### src/design/dha_pkg.sv
// Shared types, constants and tables for the detection head activation block.
// No dependencies; imported by every module of the block.
package dha_pkg;

  // log2(e) in Q15
  localparam logic [15:0] LOG2E_Q15 = 16'd47274;
  localparam logic signed [15:0] LOGIT_MIN = 16'sh8000;
  localparam logic [12:0] ONE_Q12 = 13'd4096;

  // configuration register indexes
  localparam logic [3:0] REG_CLASS_CNT = 4'd0;
  localparam logic [3:0] REG_COORDS = 4'd1;

  // back-end sequencer states
  typedef enum logic [2:0] {
    ST_IDLE,
    ST_READ,
    ST_EXP0,
    ST_EXP1,
    ST_EXP2,
    ST_DIV,
    ST_EMIT
  } back_state_e;

  // one vector handed from front to back
  typedef struct packed {
    logic              valid;
    logic [3:0]        coords;
    logic [5:0]        n_cls;
    logic signed [15:0] max_logit;
  } job_t;

  // Q16 table of 2^(-i/16)
  function automatic logic [16:0] pow2_frac(input logic [3:0] idx);
    logic [16:0] v;
    case (idx)
      4'd0:  v = 17'd65536;
      4'd1:  v = 17'd62757;
      4'd2:  v = 17'd60097;
      4'd3:  v = 17'd57549;
      4'd4:  v = 17'd55109;
      4'd5:  v = 17'd52773;
      4'd6:  v = 17'd50535;
      4'd7:  v = 17'd48393;
      4'd8:  v = 17'd46341;
      4'd9:  v = 17'd44377;
      4'd10: v = 17'd42495;
      4'd11: v = 17'd40693;
      4'd12: v = 17'd38968;
      4'd13: v = 17'd37316;
      4'd14: v = 17'd35734;
      default: v = 17'd34219;
    endcase
    return v;
  endfunction

endpackage

### src/design/detection_head_activation_unit.sv
// Top level of the detection head activation block: front, back, result queue.
// Depends on dha_pkg, dha_front, dha_back, dha_outq.
//
// Channel   Direction  Handshake            Payload
// input     in         push / full          raw_value_i
// result    out        empty / pop          out_value_o, last_out_o
// config    in         cfg_valid_i/ready_o  cfg_index_i, cfg_data_i
//
// A vector of L = coords + 1 + class-count items is taken one per cycle while full
// is low, then the back end runs: first one exponential per class, then each result
// (passthrough, softmax or sigmoid), softmax and sigmoid results going through the
// shared one-bit-per-cycle divider; a full result queue holds the back end in its emit
// step. full stays high from the last item of a vector until its last result
// enters the result queue, and while a config transaction is offered.
// Reset clears all control state.
module detection_head_activation_unit import dha_pkg::*; #(
  parameter int MAX_CLASSES = 32,
  parameter int MAX_COORDS  = 8
) (
  input  logic               clk_i,
  input  logic               rst_ni,
  input  logic               push,
  output logic               full,
  input  logic signed [15:0] raw_value_i,
  output logic               empty,
  input  logic               pop,
  output logic signed [15:0] out_value_o,
  output logic               last_out_o,
  input  logic               cfg_valid_i,
  output logic               cfg_ready_o,
  input  logic [3:0]         cfg_index_i,
  input  logic [7:0]         cfg_data_i
);

  localparam int DEPTH = MAX_COORDS + 1 + MAX_CLASSES;
  localparam int AW    = $clog2(DEPTH);

  job_t          job;
  logic          job_take, back_busy, wr_en, oq_wr, oq_full;
  logic [AW-1:0] wr_addr;
  logic [15:0]   wr_data;
  logic [16:0]   oq_wdata, oq_rdata;

  dha_front #(.MAX_CLASSES(MAX_CLASSES), .MAX_COORDS(MAX_COORDS)) u_front (
    .clk_i       (clk_i),
    .rst_ni      (rst_ni),
    .push        (push),
    .full        (full),
    .raw_value_i (raw_value_i),
    .cfg_valid_i (cfg_valid_i),
    .cfg_ready_o (cfg_ready_o),
    .cfg_index_i (cfg_index_i),
    .cfg_data_i  (cfg_data_i),
    .back_busy_i (back_busy),
    .job_take_i  (job_take),
    .job_o       (job),
    .wr_en_o     (wr_en),
    .wr_addr_o   (wr_addr),
    .wr_data_o   (wr_data)
  );

  dha_back #(.MAX_CLASSES(MAX_CLASSES), .MAX_COORDS(MAX_COORDS)) u_back (
    .clk_i      (clk_i),
    .rst_ni     (rst_ni),
    .job_i      (job),
    .job_take_o (job_take),
    .busy_o     (back_busy),
    .wr_en_i    (wr_en),
    .wr_addr_i  (wr_addr),
    .wr_data_i  (wr_data),
    .oq_full_i  (oq_full),
    .oq_wr_o    (oq_wr),
    .oq_data_o  (oq_wdata)
  );

  dha_outq u_outq (
    .clk_i     (clk_i),
    .rst_ni    (rst_ni),
    .wr_i      (oq_wr),
    .wr_data_i (oq_wdata),
    .full_o    (oq_full),
    .pop       (pop),
    .empty     (empty),
    .rd_data_o (oq_rdata)
  );

  assign out_value_o = oq_rdata[15:0];
  assign last_out_o  = oq_rdata[16];

endmodule

### src/design/dha_front.sv
// Front end: input transactions, config registers, class maximum, job issue.
// Depends on dha_pkg.
module dha_front import dha_pkg::*; #(
  parameter int MAX_CLASSES = 32,
  parameter int MAX_COORDS  = 8,
  parameter int DEPTH       = MAX_COORDS + 1 + MAX_CLASSES,
  parameter int AW          = $clog2(DEPTH),
  parameter int LEN_W       = $clog2(DEPTH + 1)
) (
  input  logic               clk_i,
  input  logic               rst_ni,
  input  logic               push,
  output logic               full,
  input  logic signed [15:0] raw_value_i,
  input  logic               cfg_valid_i,
  output logic               cfg_ready_o,
  input  logic [3:0]         cfg_index_i,
  input  logic [7:0]         cfg_data_i,
  input  logic               back_busy_i,
  input  logic               job_take_i,
  output job_t               job_o,
  output logic               wr_en_o,
  output logic [AW-1:0]      wr_addr_o,
  output logic [15:0]        wr_data_o
);

  logic [5:0]         ncls_q, nc_clamp;
  logic [3:0]         coords_q, co_clamp;
  logic [LEN_W-1:0]   pos_q, len;
  logic signed [15:0] max_q, max_new;
  job_t               job_q;
  logic               accept, cfg_we;

  // input stalls while a config transaction is offered
  assign cfg_ready_o = 1'b1;
  assign cfg_we      = cfg_valid_i;
  assign full        = job_q.valid | back_busy_i | cfg_valid_i;
  assign accept      = push & ~full;
  assign len = LEN_W'(coords_q) + LEN_W'(1) + LEN_W'(ncls_q);

  // register clamping
  always_comb begin
    nc_clamp = cfg_data_i[5:0];
    if (nc_clamp == 6'd0) nc_clamp = 6'd1;
    else if (int'(nc_clamp) > MAX_CLASSES) nc_clamp = 6'(MAX_CLASSES);
    co_clamp = cfg_data_i[3:0];
    if (co_clamp < 4'd2) co_clamp = 4'd2;
    else if (int'(co_clamp) > MAX_COORDS) co_clamp = 4'(MAX_COORDS);
  end

  // running maximum over class scores
  always_comb begin
    max_new = max_q;
    if (pos_q > LEN_W'(coords_q) && raw_value_i > max_q) max_new = raw_value_i;
  end

  assign wr_en_o   = accept;
  assign wr_addr_o = pos_q[AW-1:0];
  assign wr_data_o = raw_value_i;
  assign job_o     = job_q;

  always_ff @(posedge clk_i or negedge rst_ni) begin
    if (!rst_ni) begin
      ncls_q   <= 6'd20;
      coords_q <= 4'd4;
      pos_q    <= '0;
      max_q    <= LOGIT_MIN;
      job_q    <= '0;
    end else begin
      if (job_take_i) job_q.valid <= 1'b0;
      if (cfg_we) begin
        if (cfg_index_i == REG_CLASS_CNT) begin
          ncls_q <= nc_clamp;
          pos_q  <= '0;
          max_q  <= LOGIT_MIN;
        end else if (cfg_index_i == REG_COORDS) begin
          coords_q <= co_clamp;
          pos_q    <= '0;
          max_q    <= LOGIT_MIN;
        end
      end else if (accept) begin
        if (pos_q == len - LEN_W'(1)) begin
          pos_q <= '0;
          max_q <= LOGIT_MIN;
          job_q <= '{valid: 1'b1, coords: coords_q, n_cls: ncls_q,
                     max_logit: max_new};
        end else begin
          pos_q <= pos_q + LEN_W'(1);
          max_q <= max_new;
        end
      end
    end
  end

endmodule

### src/design/dha_div.sv
// Restoring divider, one quotient bit per cycle, 13-bit quotient.
// Quotient is known to stay below 2^13. Depends on dha_pkg.
module dha_div import dha_pkg::*; (
  input  logic        clk_i,
  input  logic        rst_ni,
  input  logic        start_i,
  input  logic [28:0] num_i,
  input  logic [17:0] den_i,
  output logic        done_o,
  output logic [12:0] quo_o
);

  logic [18:0] rem_q, rem_d, trial;
  logic [12:0] low_q, quo_q;
  logic [17:0] den_q;
  logic [3:0]  cnt_q;
  logic        busy_q, ge;

  assign trial  = {rem_q[17:0], low_q[12]};
  assign ge     = trial >= {1'b0, den_q};
  assign rem_d  = ge ? trial - {1'b0, den_q} : trial;
  assign quo_o  = quo_q;
  assign done_o = busy_q && cnt_q == 4'd0;

  always_ff @(posedge clk_i or negedge rst_ni) begin
    if (!rst_ni) begin
      busy_q <= 1'b0;
      cnt_q  <= '0;
    end else if (start_i) begin
      busy_q <= 1'b1;
      cnt_q  <= 4'd13;
    end else if (busy_q) begin
      if (cnt_q == 4'd0) busy_q <= 1'b0;
      else cnt_q <= cnt_q - 4'd1;
    end
  end

  // datapath
  always_ff @(posedge clk_i) begin
    if (start_i) begin
      rem_q <= {3'd0, num_i[28:13]};
      low_q <= num_i[12:0];
      den_q <= den_i;
      quo_q <= '0;
    end else if (busy_q && cnt_q != 4'd0) begin
      rem_q <= rem_d;
      low_q <= {low_q[11:0], 1'b0};
      quo_q <= {quo_q[11:0], ge};
    end
  end

endmodule

### src/design/dha_outq.sv
// Two-entry result queue between the back end and the result ports.
// Depends on dha_pkg.
module dha_outq import dha_pkg::*; (
  input  logic        clk_i,
  input  logic        rst_ni,
  input  logic        wr_i,
  input  logic [16:0] wr_data_i,
  output logic        full_o,
  input  logic        pop,
  output logic        empty,
  output logic [16:0] rd_data_o
);

  logic [16:0] mem_q [2];
  logic        wp_q, rp_q;
  logic [1:0]  cnt_q;
  logic        do_wr, do_rd;

  assign full_o    = cnt_q == 2'd2;
  assign empty     = cnt_q == 2'd0;
  assign do_wr     = wr_i & ~full_o;
  assign do_rd     = pop & ~empty;
  assign rd_data_o = mem_q[rp_q];

  always_ff @(posedge clk_i or negedge rst_ni) begin
    if (!rst_ni) begin
      wp_q  <= 1'b0;
      rp_q  <= 1'b0;
      cnt_q <= '0;
    end else begin
      if (do_wr) wp_q <= ~wp_q;
      if (do_rd) rp_q <= ~rp_q;
      if (do_wr && !do_rd) cnt_q <= cnt_q + 2'd1;
      else if (do_rd && !do_wr) cnt_q <= cnt_q - 2'd1;
    end
  end

  always_ff @(posedge clk_i) begin
    if (do_wr) mem_q[wp_q] <= wr_data_i;
  end

endmodule

### src/design/dha_back.sv
// Back end: vector store, exp pipeline steps, softmax sum and result sequencing.
// Depends on dha_pkg and dha_div.
module dha_back import dha_pkg::*; #(
  parameter int MAX_CLASSES = 32,
  parameter int MAX_COORDS  = 8,
  parameter int DEPTH       = MAX_COORDS + 1 + MAX_CLASSES,
  parameter int AW          = $clog2(DEPTH),
  parameter int LEN_W       = $clog2(DEPTH + 1),
  parameter int CLS_AW      = (MAX_CLASSES > 1) ? $clog2(MAX_CLASSES) : 1
) (
  input  logic          clk_i,
  input  logic          rst_ni,
  input  job_t          job_i,
  output logic          job_take_o,
  output logic          busy_o,
  input  logic          wr_en_i,
  input  logic [AW-1:0] wr_addr_i,
  input  logic [15:0]   wr_data_i,
  input  logic          oq_full_i,
  output logic          oq_wr_o,
  output logic [16:0]   oq_data_o
);

  back_state_e state_q, state_d;

  logic [15:0]        vmem [DEPTH];
  logic [12:0]        emem [MAX_CLASSES];
  logic signed [15:0] vrd_q;
  logic [12:0]        erd_q;
  logic [AW-1:0]      vaddr;
  logic [CLS_AW-1:0]  eaddr;

  logic               pass_q;
  logic [LEN_W-1:0]   idx_q, len_q;
  logic [3:0]         coords_q;
  logic [5:0]         nc_q;
  logic signed [15:0] max_q;
  logic [17:0]        sum_q;
  logic               xneg_q;
  logic [16:0]        u_q, val_q;
  logic [4:0]         k_q;
  logic [15:0]        res_q;

  logic               is_sig, is_pass, last_idx;
  logic [15:0]        t;
  logic [31:0]        prod;
  logic [16:0]        a, b, e;
  logic [19:0]        dmul;
  logic [17:0]        e_rnd;
  logic [17:0]        dsig;
  logic               div_start, div_done;
  logic [28:0]        div_num;
  logic [17:0]        div_den;
  logic [12:0]        quo;

  // element kind of the current output position
  assign is_sig   = idx_q < LEN_W'(2) || idx_q == LEN_W'(coords_q);
  assign is_pass  = idx_q < LEN_W'(coords_q);
  assign last_idx = pass_q ? (idx_q == len_q - LEN_W'(1))
                           : (idx_q == LEN_W'(nc_q) - LEN_W'(1));

  // store addresses
  assign vaddr = pass_q ? idx_q[AW-1:0]
                        : AW'(idx_q + LEN_W'(coords_q) + LEN_W'(1));
  assign eaddr = CLS_AW'(idx_q - LEN_W'(coords_q) - LEN_W'(1));

  // vector store: front writes, back reads
  always_ff @(posedge clk_i) begin
    if (wr_en_i) vmem[wr_addr_i] <= wr_data_i;
    vrd_q <= vmem[vaddr];
  end

  // class exponential store
  always_ff @(posedge clk_i) begin
    if (state_q == ST_EXP2 && !pass_q) emem[idx_q[CLS_AW-1:0]] <= e_rnd[12:0];
    erd_q <= emem[eaddr];
  end

  // exp step 0: argument and log2(e) scaling
  always_comb begin
    if (pass_q) t = vrd_q[15] ? 16'(-vrd_q) : vrd_q;
    else t = 16'(max_q - vrd_q);
    prod = 32'(t) * 32'(LOG2E_Q15);
  end

  // exp step 1: table lookup and interpolation
  always_comb begin
    a    = pow2_frac(u_q[11:8]);
    b    = (u_q[11:8] == 4'd15) ? 17'd32768 : pow2_frac(u_q[11:8] + 4'd1);
    dmul = 20'(a - b) * 20'(u_q[7:0]);
  end

  // exp step 2: integer shift and rounding to Q12
  assign e     = val_q >> k_q;
  assign e_rnd = (18'(e) + 18'd8) >> 4;
  assign dsig  = 18'd65536 + 18'(e);

  // divider launch
  always_comb begin
    div_start = 1'b0;
    div_num   = 29'(erd_q) * 29'd4096 + 29'(sum_q >> 1);
    div_den   = sum_q;
    if (state_q == ST_EXP0 && pass_q && !is_sig && !is_pass) div_start = 1'b1;
    if (state_q == ST_EXP2 && pass_q) begin
      div_start = 1'b1;
      div_num   = 29'h1000_0000 + 29'(dsig >> 1);
      div_den   = dsig;
    end
  end

  dha_div u_div (
    .clk_i   (clk_i),
    .rst_ni  (rst_ni),
    .start_i (div_start),
    .num_i   (div_num),
    .den_i   (div_den),
    .done_o  (div_done),
    .quo_o   (quo)
  );

  // next state
  always_comb begin
    state_d = state_q;
    unique case (state_q)
      ST_IDLE: if (job_i.valid) state_d = ST_READ;
      ST_READ: state_d = ST_EXP0;
      ST_EXP0: begin
        if (pass_q && !is_sig) state_d = is_pass ? ST_EMIT : ST_DIV;
        else state_d = ST_EXP1;
      end
      ST_EXP1: state_d = ST_EXP2;
      ST_EXP2: state_d = pass_q ? ST_DIV : ST_READ;
      ST_DIV:  if (div_done) state_d = ST_EMIT;
      ST_EMIT: if (!oq_full_i) state_d = last_idx ? ST_IDLE : ST_READ;
      default: state_d = ST_IDLE;
    endcase
  end

  // outputs
  always_comb begin
    job_take_o = state_q == ST_IDLE && job_i.valid;
    busy_o     = state_q != ST_IDLE;
    oq_wr_o    = state_q == ST_EMIT;
    oq_data_o  = {last_idx, res_q};
  end

  always_ff @(posedge clk_i or negedge rst_ni) begin
    if (!rst_ni) begin
      state_q <= ST_IDLE;
      pass_q  <= 1'b0;
      idx_q   <= '0;
    end else begin
      state_q <= state_d;
      if (state_q == ST_IDLE && job_i.valid) begin
        pass_q <= 1'b0;
        idx_q  <= '0;
      end else if (state_q == ST_EXP2 && !pass_q) begin
        if (last_idx) begin
          pass_q <= 1'b1;
          idx_q  <= '0;
        end else begin
          idx_q <= idx_q + LEN_W'(1);
        end
      end else if (state_q == ST_EMIT && !oq_full_i) begin
        idx_q <= idx_q + LEN_W'(1);
      end
    end
  end

  // datapath registers
  always_ff @(posedge clk_i) begin
    unique case (state_q)
      ST_IDLE: begin
        coords_q <= job_i.coords;
        nc_q     <= job_i.n_cls;
        max_q    <= job_i.max_logit;
        len_q    <= LEN_W'(job_i.coords) + LEN_W'(1) + LEN_W'(job_i.n_cls);
        sum_q    <= '0;
      end
      ST_EXP0: begin
        u_q    <= prod[31:15];
        xneg_q <= vrd_q[15];
        res_q  <= vrd_q;
      end
      ST_EXP1: begin
        val_q <= a - 17'(dmul >> 8);
        k_q   <= u_q[16:12];
      end
      ST_EXP2: if (!pass_q) sum_q <= sum_q + e_rnd;
      ST_DIV: begin
        if (div_done) begin
          if (is_sig && xneg_q) res_q <= 16'(ONE_Q12 - quo);
          else res_q <= 16'(quo);
        end
      end
      default: ;
    endcase
  end

endmodule

### config.mk
export PLATFORM = sky130hd
export DESIGN_NAME = detection_head_activation_unit
export DESIGN_NICKNAME = d
export VERILOG_FILES = /design/src/design/dha_pkg.sv /design/src/design/detection_head_activation_unit.sv /design/src/design/dha_front.sv /design/src/design/dha_div.sv /design/src/design/dha_outq.sv /design/src/design/dha_back.sv
export SDC_FILE = /design/constraint.sdc
export NUM_CORES = 2
export LEC_CHECK = 0
export BUFFER_PORTS_ARGS = -buffer_cell sky130_fd_sc_hd__buf_4
export CAP_MARGIN = 30
export CORE_ASPECT_RATIO = 1.5
export CORE_MARGIN = 2
export CORE_UTILIZATION = 59
export DETAILED_ROUTE_END_ITERATION = 10
export PLACE_DENSITY_LB_ADDON = 0.1
export SYNTH_ARGS = -nofsm -noshare
export SYNTH_HDL_FRONTEND = slang
export SYNTH_SLANG_ARGS = --single-unit
export TNS_END_PERCENT = 10
### constraint.sdc
create_clock -name clk_i -period 21.3 [get_ports clk_i]
set_input_delay 3.195 -clock clk_i [delete_from_list [all_inputs] [get_ports clk_i]]
set_output_delay 3.195 -clock clk_i [all_outputs]
set_load 0.03 [all_outputs]
==> metrics.md <==
| Metric | Value |
|---|---|
| Status | `finished, final reports clean` |
| Post-cts sizing count | `0` |
| Initial antenna violation count | `2` |
| Syn Nets | `roughly 5,300` |
| Sum Neg Setup Slack | `0 ps` |
| Post-Syn Area per Cell | `about 14 um^2` |
| Sequential cell area | `just over 40,000 um^2` |
| RSZ-0062 raised after global routing | `no` |
| Max Cap Viol | `0` |
| Core area | `around 120,000 um^2` |
| Post-Syn Area | `68,500 um^2` |
| GR Util met1 | `0.323` |
| Worst Hold Class | `reg2reg` |
| Critical Path End Type | `register` |
| M3 GR Usage | `0.0345` |
| Area Overhead vs Synth | `10.5%` |
| Final WL | `roughly 160,000 um` |
| Fin crit share | `0.462` |
| Final nets | `5,424` |
| Setup Skew | `26.6 ps` |
| Clk sink count | `between 1,000 and 1,500` |
| Root Buffer Master | `clkbuf_16` |
| Footprint of the multi-input gates | `~26,000 um^2` |
| Hold Fails Final Rpt | `0` |
| Final core utilization | `0.655` |
| Cell total after placement | `approximately 6,300` |
| Hold depth | `0` |
| Non-filler cells in the finished layout | `6,567` |
| Most common cell after layout, fill and taps aside | `edfxtp_1` |
| Pins Over Slew Limit | `0` |
| Slowest CP cell | `xnor2_1` |
| Synth Area in XOR/XNOR | `0.0248` |
| CTS Buffer Depth | `3` |
| Reg clk slew, reported paths | `60 ps` |
| Antenna cells | `0` |
| Post-route ant nets | `0` |
| # Post-CTS Setup Buffers | `0` |
| Die width | `approximately 280 um` |
| Sw Share | `0.203` |
| CP arrival | `just over 10,000 ps` |
| Synth cell types | `94` |
| Synth Warn # | `0` |
| Clk pwr share | `0.428` |
| Post-synthesis simple-gate area fraction | `0.0795` |
| Most frequent cells in the layout | `edfxtp_1, nand2_1, inv_1` |
| Die area | `119,000 um^2` |
| Num CTS Buffers | `131` |
| Initial DRC Count | `3,102` |
| VDD IR max | `approximately 0.000085 V` |
| Final Instance Area | `approximately 76,000 um^2` |
| Die H | `421 um` |
| IO buf count | `49` |
| Pleak | `28.0 nW` |
| Gpl congestion | `around 0.86` |
| Layout cells sized above 1 | `0.153` |
| Met2 GRT Util | `0.496` |
| TritonCTS clock tree | `done` |
| Number of fill cells | `8,441` |
| Drc violations | `0` |
| Worst slew margin | `0.253` |
| Crit path largest cell delay | `640 ps` |
| Ports | `53` |
| Drt first pass iters | `6` |
| Post-synth ARST share | `0.0558` |
| Placed instance area | `just over 70,000 um^2` |
| Pint | `around 4.3 mW` |
| Drt wl/cell | `roughly 24 um` |
| Via-to-Cell Ratio | `roughly 6.0` |
| Combinational family with the most area after synthesis | `adder cells` |
| Register share of total power | `0.550` |
| Compound-Gate Fraction of Synth Area | `0.0575` |
| Fraction of synthesized area in multiplexers | `0.104` |
| Row count | `approximately 150` |
| Mapped Cells | `roughly 4,800` |
| Post-synth EDFFs | `about 1,300` |
| Ys flop type | `edfxtp_1` |
| Net Sw Power | `1.10 mW` |
| Via total after detailed routing | `around 40,000` |
| Tightest Pin Transition | `1090 ps` |
| Remaining Overflow, GRT | `0` |
| Hold_buf cts | `0` |
| Post-synthesis sequential area ratio | `0.598` |
| Clock Latency Late Sink | `approximately 770 ps` |
| GRT Total Usage | `0.274` |
| Pwr Density | `~72 nW/um^2` |
| Vias in the first global route | `~40,000` |
| Starting density of the core | `0.592` |
| H-tree levels | `4` |
| # setup viols final | `0` |
| Min Tclk post-route | `between 9000 and 10,000 ps` |
| Gate power share | `0.022` |
| CP Class | `reg2reg` |
| Reg2Reg Depth | `36` |
| GRT Max-Usage Layer | `met2` |
| CP Launch Type | `register` |
| First-pass GRT wire length | `around 240,000 um` |
| Synth Area in Adders | `0.104` |
| Peak Freq | `0.102 GHz` |
| Worst Path Required | `between 20,000 and 25,000 ps` |
| #FFs+latches synth | `around 1,400` |
| Maximum number of pins on one net before global-route repair | `approximately 110` |
| DP Wirelength | `about 100,000 um` |
| Critical path peak fanout | `11` |
## power groups by stage
stage / sequential [mW] / combinational (mW) / clock [mW]
final: 2.98 / 0.120 / 2.32
after floorplan: 3.03 / 0.0680 / 0
after global placement: 3.04 / 0.117 / 0
after CTS: 2.98 / 0.121 / 2.36
after detailed placement: 3.04 / 0.121 / 0
after global routing: 2.98 / 0.132 / 2.46
## logic make-up after synthesis
group / Yosys count
and+or+nand+nor: 1202
AOI/OAI and AO/OA: 598
buffers and inverters: 568
other: 1
adders and majority gates: 474
xor gates and xnor gates: 191
muxes: 373
DFF: 1398
## critical path, delay by kind of cell (launching register included)
family	cells	cell delay, ps
AOI/OAI and AO/OA	12	2560
xor gates and xnor gates	4	1390
adders and majority gates	8	3350
buffers and inverters	3	140
DFF	1	560
and+or+nand+nor	9	1610
## synth_stat cells (all sizes together) (61+ instances only)
library cell  count  share of area
nand3           113         0.0083
clkbuf          140         0.0077
xnor2           130          0.017
and2             83         0.0076
fa              162          0.047
a21oi           158          0.012
nand2           529          0.029
nor2            254          0.014
dfrtp            74          0.027
ha              311          0.057
mux4            264          0.087
dfxtp            61          0.018
edfxtp         1259           0.55
inv             371          0.020
o21ai           139          0.010
## flip-flops by register name, summed over array words and instances (netlist names), 18 cells and up
register	flops
u_front.job_o	27
u_back.u_div.rem_q	18
u_back.emem	416
u_outq.mem_q	34
u_back.sum_q	18
u_back.vmem	656
u_back.u_div.den_q	18
## final timing paths
kind,slack (ps),to,startpoint
min,410,u_back.k_q[1],u_back.u_q[13]
min in group asynchronous,2310,u_front.job_o[5],rst_ni
max reg2reg,11460,u_back.val_q[15],u_back.u_q[8]
min reg2reg,410,u_back.k_q[1],u_back.u_q[13]
max,11460,u_back.val_q[15],u_back.u_q[8]
max in group asynchronous,18300,u_front.ncls_q[2],rst_ni
## stage by stage
| stage | worst slack, ps | power [mW] | hold slack, ps |
|---|---|---|---|
| after floorplan | 12570 | 3.10 | 400 |
| after global placement | 11540 | 3.15 | 406 |
| after detailed placement | 11520 | 3.16 | 407 |
| after CTS | 11480 | 5.45 | 411 |
| after global routing | 10810 | 5.56 | 419 |
| final | 11460 | 5.41 | 406 |
## metal layers
layer | share of wire | wire length (um) | up-vias
met5 | 0.00013 | 20 | -
met4 | 0.049 | 7770 | 2
met3 | 0.044 | 6990 | 310
met2 | 0.54 | 85500 | 1051
met1 | 0.37 | 58100 | 20100
li1 | - | - | 18000
## layout make-up
type	instances	area share
clock buffer	161	0.0453
timing repair buffer	176	0.0205
sequential	1398	0.541
multi-input combinational	2839	0.339
tap	1550	0.0256
inverter	372	0.0184
clock inverter	71	0.00998
Power figures use the tool's default switching activity.
